File: config.mk
export PLATFORM = sky130hd
export DESIGN_NAME = ifs_field_splitter_unit
export DESIGN_NICKNAME = d
export VERILOG_FILES = /design/src/rtl/core/ifs_pkg.sv /design/src/rtl/core/ifs_field_splitter_unit.sv /design/src/rtl/core/ifs_sep_map.sv
export SDC_FILE = /design/constraint.sdc
export NUM_CORES = 1
export LEC_CHECK = 0
export BUFFER_PORTS_ARGS = -buffer_cell sky130_fd_sc_hd__buf_2
export CAP_MARGIN = 0
export CORE_ASPECT_RATIO = 0.7
export CORE_MARGIN = 2
export CORE_UTILIZATION = 40
export CTS_CLUSTER_DIAMETER = 150
export DETAILED_ROUTE_END_ITERATION = 7
export GPL_ROUTABILITY_DRIVEN = 0
export HOLD_SLACK_MARGIN = 0.06
export PLACE_DENSITY = 0.61
export SLEW_MARGIN = 30
export SYNTH_ARGS = -nofsm -noshare
export SYNTH_HDL_FRONTEND = slang
export SYNTH_SLANG_ARGS = --single-unit
File: constraint.sdc
create_clock -name clk -period 4.4 [get_ports clk]
set_clock_uncertainty 0.05 [all_clocks]
set_input_delay 0.66 -clock clk [delete_from_list [all_inputs] [get_ports clk]]
set_output_delay 0.66 -clock clk [all_outputs]
set_load 0.01 [all_outputs]
File: src/rtl/core/ifs_pkg.sv
package ifs_pkg;

	localparam int CHAR_W    = 8;
	localparam int CFG_IDX_W = 3;
	localparam int CFG_DATA_W = 64;
	localparam int MAP_WORDS = 4;

	localparam logic [CHAR_W-1:0] CH_SPACE = 8'h20;
	localparam logic [CHAR_W-1:0] CH_TAB   = 8'h09;
	localparam logic [CHAR_W-1:0] CH_NL    = 8'h0A;
	localparam logic [CHAR_W-1:0] CH_CR    = 8'h0D;

	localparam logic [CFG_IDX_W-1:0] CFG_IFS_UNSET = 3'd0;
	localparam logic [CFG_IDX_W-1:0] CFG_MAP_W0    = 3'd1;
	localparam logic [CFG_IDX_W-1:0] CFG_MAP_W1    = 3'd2;
	localparam logic [CFG_IDX_W-1:0] CFG_MAP_W2    = 3'd3;
	localparam logic [CFG_IDX_W-1:0] CFG_MAP_W3    = 3'd4;

	typedef enum logic [1:0] {
		KIND_DATA       = 2'd0,
		KIND_FIELD_END  = 2'd1,
		KIND_STRING_END = 2'd2
	} item_kind_t;

	typedef struct packed {
		logic is_sep;
		logic is_ws;
	} ifs_class_t;

endpackage

File: src/rtl/core/ifs_field_splitter_unit.sv
// Field splitter: one string byte in per transaction, one result out per transaction.
// Path: an accepted byte sets pending result flags, which drain into the registered output.
// Throughput: one byte per cycle while out_ready holds and each byte yields at most one
// result; a k-result byte blocks input until its last pops (k up to 3, at string end).
// Reset (arst_n low): split phase to leading skip, default separators, map cleared.
module ifs_field_splitter_unit
	import ifs_pkg::*;
(
	input  logic                  clk,
	input  logic                  arst_n,
	input  logic                  cfg_we,
	input  logic [CFG_IDX_W-1:0]  cfg_index,
	input  logic [CFG_DATA_W-1:0] cfg_data,
	input  logic                  in_valid,
	output logic                  in_ready,
	input  logic [CHAR_W-1:0]     char_byte,
	input  logic                  string_end,
	output logic                  out_valid,
	input  logic                  out_ready,
	output logic [1:0]            item_kind,
	output logic [CHAR_W-1:0]     field_byte,
	output logic                  run_last
);

	typedef enum logic [1:0] {
		PH_LEAD      = 2'd0,
		PH_FIELD     = 2'd1,
		PH_AFTER_SEP = 2'd2,
		PH_AFTER_WS  = 2'd3
	} phase_t;

	ifs_class_t  cls;
	phase_t      phase_q, phase_nx;
	logic        data_nx, fe_nx, se_nx;
	logic        data_s1, fe_s1, se_s1;
	logic [CHAR_W-1:0] byte_s1;
	logic        pend, pop, pop_last, acc;
	item_kind_t  pop_kind;
	item_kind_t  kind_q;
	logic [CHAR_W-1:0] byte_q;
	logic        valid_q, last_q;

	ifs_sep_map u_map (
		.clk       (clk),
		.arst_n    (arst_n),
		.cfg_we    (cfg_we),
		.cfg_index (cfg_index),
		.cfg_data  (cfg_data),
		.char_byte (char_byte),
		.cls       (cls)
	);

	always_comb begin
		phase_nx = phase_q;
		data_nx  = 1'b0;
		fe_nx    = 1'b0;
		se_nx    = 1'b0;
		if (!cls.is_sep) begin
			data_nx  = 1'b1;
			phase_nx = PH_FIELD;
		end else if (cls.is_ws) begin
			if (phase_q == PH_FIELD) begin
				fe_nx    = 1'b1;
				phase_nx = PH_AFTER_WS;
			end
		end else begin
			if (phase_q != PH_AFTER_WS)
				fe_nx = 1'b1;
			phase_nx = PH_AFTER_SEP;
		end
		if (string_end) begin
			if (phase_nx == PH_FIELD)
				fe_nx = 1'b1;
			se_nx    = 1'b1;
			phase_nx = PH_LEAD;
		end
	end

	// pending results drain in order: data, field end, string end
	always_comb begin
		pend = data_s1 || fe_s1 || se_s1;
		pop  = pend && (!valid_q || out_ready);
		if (data_s1) begin
			pop_kind = KIND_DATA;
			pop_last = !fe_s1 && !se_s1;
		end else if (fe_s1) begin
			pop_kind = KIND_FIELD_END;
			pop_last = !se_s1;
		end else begin
			pop_kind = KIND_STRING_END;
			pop_last = 1'b1;
		end
		in_ready = !pend || (pop && pop_last);
		acc      = in_valid && in_ready;
	end

	always_ff @(posedge clk or negedge arst_n) begin
		if (!arst_n) begin
			phase_q <= PH_LEAD;
			data_s1 <= 1'b0;
			fe_s1   <= 1'b0;
			se_s1   <= 1'b0;
		end else if (acc) begin
			phase_q <= phase_nx;
			data_s1 <= data_nx;
			fe_s1   <= fe_nx;
			se_s1   <= se_nx;
		end else if (pop) begin
			case (pop_kind)
				KIND_DATA:      data_s1 <= 1'b0;
				KIND_FIELD_END: fe_s1   <= 1'b0;
				default:        se_s1   <= 1'b0;
			endcase
		end
	end

	always_ff @(posedge clk) begin
		if (acc)
			byte_s1 <= char_byte;
	end

	always_ff @(posedge clk or negedge arst_n) begin
		if (!arst_n) begin
			valid_q <= 1'b0;
		end else if (pop) begin
			valid_q <= 1'b1;
		end else if (out_ready) begin
			valid_q <= 1'b0;
		end
	end

	always_ff @(posedge clk) begin
		if (pop) begin
			kind_q <= pop_kind;
			byte_q <= (pop_kind == KIND_DATA) ? byte_s1 : '0;
			last_q <= pop_last;
		end
	end

	assign out_valid  = valid_q;
	assign item_kind  = kind_q;
	assign field_byte = byte_q;
	assign run_last   = last_q;

	a_se_phase_lead: assert property (@(posedge clk) disable iff (!arst_n)
		se_s1 |-> phase_q == PH_LEAD)
		else $error("string end pending outside leading skip");

	a_data_in_field: assert property (@(posedge clk) disable iff (!arst_n)
		(data_s1 && !fe_s1) |-> phase_q == PH_FIELD)
		else $error("lone data byte pending outside a field");

	a_multi_blocks: assert property (@(posedge clk) disable iff (!arst_n)
		(fe_s1 && se_s1) |-> !in_ready)
		else $error("input taken while two results pending");

	a_se_is_last: assert property (@(posedge clk) disable iff (!arst_n)
		(valid_q && kind_q == KIND_STRING_END) |-> last_q)
		else $error("string end not marked last");

	a_pop_fills: assert property (@(posedge clk) disable iff (!arst_n)
		pop |=> valid_q)
		else $error("result register not loaded");

endmodule

File: src/rtl/core/ifs_sep_map.sv
module ifs_sep_map
	import ifs_pkg::*;
(
	input  logic                  clk,
	input  logic                  arst_n,
	input  logic                  cfg_we,
	input  logic [CFG_IDX_W-1:0]  cfg_index,
	input  logic [CFG_DATA_W-1:0] cfg_data,
	input  logic [CHAR_W-1:0]     char_byte,
	output ifs_class_t            cls
);

	logic                                 unset_q;
	logic [MAP_WORDS-1:0][CFG_DATA_W-1:0] map_q;
	logic                                 ws_char;
	logic                                 dflt_sep;

	always_ff @(posedge clk or negedge arst_n) begin
		if (!arst_n) begin
			unset_q <= 1'b1;
			map_q   <= '0;
		end else if (cfg_we) begin
			case (cfg_index)
				CFG_IFS_UNSET: unset_q  <= cfg_data[0];
				CFG_MAP_W0:    map_q[0] <= cfg_data;
				CFG_MAP_W1:    map_q[1] <= cfg_data;
				CFG_MAP_W2:    map_q[2] <= cfg_data;
				CFG_MAP_W3:    map_q[3] <= cfg_data;
				default: ;
			endcase
		end
	end

	always_comb begin
		dflt_sep   = (char_byte == CH_SPACE) || (char_byte == CH_TAB) || (char_byte == CH_NL);
		ws_char    = dflt_sep || (char_byte == CH_CR);
		cls.is_sep = unset_q ? dflt_sep : map_q[char_byte[7:6]][char_byte[5:0]];
		cls.is_ws  = ws_char && cls.is_sep;
	end

endmodule
; Word-level counts from Yosys, hierarchy flattened
; Cells that the tools add are included.
[totals]
ff_bits = 282
input_bits = 81
word_cells = 92
[classes]
order_cmp = 2
n_eq_ne = 13
muxes = 32
n_reduce_logical = 31
[ops]
columns = operator, count
row1 = $bmux 64 s2, 1
row2 = $mux 64, 1
row3 = $eq 8x4->1 const B, 3
row4 = $mux 1, 23
row5 = $reduce_and 2->1, 8
row6 = $mux 2, 6
row7 = $eq 8x6->1 const B, 1
row8 = $reduce_bool 2->1, 4
row9 = $logic_or 1x1->1, 7
row10 = $lt 6x7->1 const B, 1
row11 = $bmux 1 s6, 1
row12 = $eq 2x1->1 const B, 3
row13 = $eq 3x2->1 const B, 2
row14 = $logic_and 1x1->1, 5
row15 = $logic_not 1->1, 4
row16 = $eq 3x1->1 const B, 1
row17 = $eq 3x3->1 const B, 1
row18 = $logic_not 3->1, 1
row19 = $lt 2x3->1 const B, 1
row20 = $logic_not 2->1, 1
row21 = $ne 2x1->1 const B, 1
row22 = $ne 2x2->1 const B, 1
row23 = $reduce_or 2->1, 1

; Longest topological paths before layout
[depth]
depth_word = 12
mapped_depth = 11
mapped_depth_nobuf = 8

; By module
; Synthesis repeated with hierarchy kept, for this count alone.
[hier_totals]
hier_cells = 802
area_unflattened_um2 = 12917.4
[by_module_without_submodules]
columns = mod, instances, cells_each, area_each_um2, seq_area_each_um2
row1 = ifs_sep_map, 1, 733, 11912.7, 6432.4
row2 = ifs_field_splitter_unit, 1, 69, 1004.7, 720.7

; Worst setup path after synthesis
; Ideal clock, no wire load.
[synth_path]
kind = input to register
from = input char_byte[6]
to = register fe_s1
setup_time_ns = 0.126
arrival_time_ns = 2.762
required_time_ns = 4.224
path_slack_ns = 1.461
cell_stages = 10
n_path_buf = 2
path_cell_list = buf_4 buf_6 mux4_2 mux2i_1 o22ai_1 o2111ai_1 o211ai_1 nor4_4 nor2_2 a311o_1
[synth_via]
elab_chain_len = 12
[synth_rtl]
columns = item, line
row1 = "start, declared", ifs_field_splitter_unit.sv:16  ; input logic [CHAR_W-1:0] char_byte,
row2 = $bmux 64 s2, ifs_sep_map.sv:37  ; cls.is_sep = unset_q ? dflt_sep : map_q[char_byte[7:6]][char_byte[5:0]];
row3 = $mux 64 (not written as such), ifs_sep_map.sv:37
row4 = $bmux 1 s6, ifs_sep_map.sv:37
row5 = $mux 1 (not written as such), ifs_sep_map.sv:37
row6 = $mux 1, ifs_sep_map.sv:37
row7 = $logic_and 1x1->1, ifs_sep_map.sv:38  ; cls.is_ws = ws_char && cls.is_sep;
row8 = $mux 2, ifs_field_splitter_unit.sv:61  ; end else if (cls.is_ws) begin
row9 = $mux 2, ifs_field_splitter_unit.sv:58  ; if (!cls.is_sep) begin
row10 = $eq 2x1->1, ifs_field_splitter_unit.sv:72  ; if (phase_nx == PH_FIELD)
row11 = $mux 1, ifs_field_splitter_unit.sv:72
row12 = $mux 1 *, ifs_field_splitter_unit.sv:71  ; if (string_end) begin
row13 = $mux 1 *, ifs_field_splitter_unit.sv:103  ; end else if (acc) begin
row14 = "end signal, assigned", ifs_field_splitter_unit.sv:106  ; fe_s1 <= fe_nx;
row15 = "end, declared", ifs_field_splitter_unit.sv:35  ; logic data_s1, fe_s1, se_s1;
; Every way passes the cells marked *; elsewhere a longest branch is shown, timed or not. The select of a mux whose other input is x is not followed.
; A chain may end at the register's enable or synchronous reset.

; Worst setup path after layout
[layout_path]
from = input char_byte[1]
to = register fe_s1
[layout_via]
elab_chain_len = 11
[layout_rtl]
columns = item, line
row1 = "parallel branches: the longest is 9 deep, another holds $bmux 1 s6", --
row2 = $mux 1 *, ifs_field_splitter_unit.sv:71
row3 = $mux 1 *, ifs_field_splitter_unit.sv:103
; Every way passes the cells marked *. The select of a mux whose other input is x is not followed.

==> summary.txt <==
Pwr
  – Cell Int Power: 5.63 mW
  – Peak VDD IR: 0.284 mV
  – Net Sw Frac: 0.254
  – Sequential Power Share: 0.475
  – Combinational share of power: 0.183
  – Leakage power: 6.24 nW
  – Clock group share of total power: 0.342
  – Sw Pwr: 1.92 mW
  – Power Density: 512 mW/mm^2

Clocking
  – Clock Tree Buf Depth: 3
  – Latest clock arrival within the worst-skew pair: 0.56 ns
  – TritonCTS clock tree: done
  – Clock Root Buffer: clkbuf_16
  – Reg clk slew, reported paths: 0.06 ns
  – Sink Count: 282
  – CTS H-tree depth: 1
  – Number of buffers created by CTS: 28
  – Post-CTS Resized: 0

Critical path
  – Worst path arrival time: 3.68 ns
  – Crit path largest cell delay: 0.72 ns
  – CP max stage cell: buf_2
  – Crit start category: input port
  – Critical Path End Type: register
  – WP data required: 4.78 ns
  – Critical path cell sequence: buf_2 > mux4_1 > nor2b_1 > a2111oi_0 > or4_1 > nor3_1 > nor4_4 > nor2_2 > a311o_1
  – Critical path peak fanout: 33
  – Crit Path Class: in -> reg

Timing
  – Period utilisation layout: 0.748
  – Fin. max-slew vios: 0
  – Achievable frequency: 0.304 GHz
  – Final hold violation count: 0
  – Post-route minimum period: 3.29 ns
  – Final Setup Violations: 0
  – Setup TNS: 0 ns
  – Worst Tran Pin Value: 0.971 ns
  – Unrepaired setup endpoints after global routing: false
  – Setup ws final: 1.11 ns
  – Slew headroom: 0.352

Logic synthesis
  – Dominant synthesized flop cell: dfrtp_1
  – Cell count after synthesis: 803
  – Ys Warns: 0
  – Share of the synthesized area in the top cell type: 0.514
  – Seq/Total Area, Yosys: 0.561
  – Syn avg cell area: 15.9 sq um
  – Netlist cell types: 52
  – Syn_nets: 884
  – Cell taking the most area after synthesis: dfrtp_1
  – Mapped Area: 0.0128 sq mm
  – Yosys reg bits: 282
  – Post-synth EDFFs: 19
  – Area contributors post-synth: dfrtp_1, mux2_2, mux4_2
  – Fraction of registers with async set/reset: 0.933

Place
  – Place WS: 0.619 ns
  – Post-DP HPWL: 18.9 mm
  – PortBufs: 93

Global route
  – Global-route wire length before repair: 46.8 mm
  – Tot GR Track Use: 0.181
  – Initial antenna violation count: 2
  – Total grt overflow: 0
  – Vias in the first global route: 7658
  – Pin count of the biggest net entering global routing: 118

Die
  – Num ports: 94
  – DIE AREA: 0.0334 sq mm
  – DIE WIDTH: 217 um
  – Core ar.: 0.0313 sq mm
  – Site row count: 54
  – Initial Utilization: 0.408
  – Die H: 153 um

Routing
  – DR vias: 7273
  – Antenna Nets Post-Route: 0
  – DRC Markers: 0
  – Routed length per instance: 21.8 um
  – Detailed Route WL: 29.3 mm
  – Post-DR vias/cell: 5.42
  – Initial DRT Pass Iterations: 4
  – DR iter-0 viols: 499

Cells and area
  – Layout Nets: 978
  – Area growth from synthesis to layout: 15.5%
  – Layout cell share with drive strength beyond 1: 0.507
  – # fillers: 2764
  – Final core occ: 0.471
  – Most frequent cells in the layout: dfrtp_1, mux2_2, buf_2, mux4_2, mux2i_1
  – Commonest non-fill, non-tap cell in the layout: dfrtp_1

Status
  – Status: finished clean

Job
  – Maxcap violations: 0

Hold path
  – Type of the worst min-delay path: in -> reg
## worst paths after layout
path	from	end	slack, ns	depth (start not counted)
max	char_byte[1]	fe_s1$_DFFE_PN0P_	1.11	9
min in group asynchronous	arst_n	u_map.map_q[68]$_DFFE_PN0P_	0.52	2
max reg2reg	u_map.map_q[173]$_DFFE_PN0P_	fe_s1$_DFFE_PN0P_	1.50	8
min reg2reg	u_map.map_q[236]$_DFFE_PN0P_	u_map.map_q[236]$_DFFE_PN0P_	0.45	1
max in group asynchronous	arst_n	u_map.map_q[241]$_DFFE_PN0P_	2.53	4
min	out_ready	out_valid$_DFFE_PN0P_	0.27	2
## state kept, by name, summed over array words and instances, names as in the netlist, 2 cells and up
name         cells
field_byte       8
phase_q          2
u_map.map_q    256
item_kind        2
byte_s1          8
## metrics by stage
stage	cells	hold slack, ns	total power [mW]	cell area (sq um)
global route	1339	0.268	7.93	14700
detailed placement	1285	0.435	5.01	13700
floorplan	803	0.314	4.52	12800
global placement	1285	0.428	4.98	13700
CTS	1337	0.172	7.63	14700
finish	1341	0.268	7.54	14700
## cell usage after synthesis, types with 3 or more instances
master,number
mux4_2,40
o22ai_1,8
o211ai_1,3
buf_2,6
o21ai_0,5
mux4_1,15
nor2_1,12
nor2b_1,8
o31ai_1,3
edfxtp_1,19
a21oi_1,5
nand2_1,15
mux2_2,261
mux2i_1,37
o2111ai_1,3
clkbuf_1,28
nand3_1,4
inv_1,5
nor3_1,4
buf_6,5
and2_1,9
buf_4,5
a22oi_1,6
dfrtp_1,262
## cell families (layout without fill, tap and decap cells)
group | count (synthesis) | count (layout) | synth area share
AOI/OAI and AO/OA | 50 | 50 | 0.0287
buffers and inverters | 52 | 168 | 0.0217
DFF | 282 | 282 | 0.561
muxes | 353 | 353 | 0.361
other | 0 | 2 | 0
and+or+nand+nor | 66 | 66 | 0.0282
## critical path: cells and delay by family
| family | cells | cell delay (ns) |
|---|---|---|
| buffers and inverters | 1 | 0.72 |
| AO/OA/AOI/OAI | 2 | 0.99 |
| AND/OR/NAND/NOR | 5 | 0.85 |
| multiplexers | 1 | 0.41 |
## cell type report
type / count / area, sq um / share of cell area
sequential: 282 / 7150 / 0.485
clock buffer: 39 / 803 / 0.0545
clock inverter: 13 / 189 / 0.0128
inverter: 5 / 18.8 / 0.00127
multi-input combinational: 469 / 5360 / 0.364
tap: 420 / 526 / 0.0356
antenna: 2 / 5.00 / 0.000339
timing repair buffer: 111 / 689 / 0.0468
## power by group through the flow
stage	Sequential, mW	Combinational [mW]	Clock, mW
2_1_floorplan	3.53	0.995	0
3_3_place_gp	3.62	1.36	0
3_5_place_dp	3.62	1.39	0
4_1_cts	3.58	1.39	2.66
5_1_grt	3.65	1.52	2.76
6_report	3.58	1.38	2.58
## routing by layer
layer / routed length (um) / vias up / track usage / part of all wire
li1: - / 3231 / - / -
met4: 426 / 0 / 0.0346 / 0.015
met1: 14100 / 3877 / 0.267 / 0.48
met3: 1450 / 32 / 0.0346 / 0.050
met2: 13300 / 133 / 0.281 / 0.45
met5: 0 / - / 0 / 0
## timing repair
action / 4_1_cts / 5_1_grt
hold endpoints to repair: 0 / 39
buffers inserted: 0 / 0
setup endpoints to repair: 0 / 0
hold buffers: 0 / 1
No activity file was read; power rests on OpenSTA's default activity.
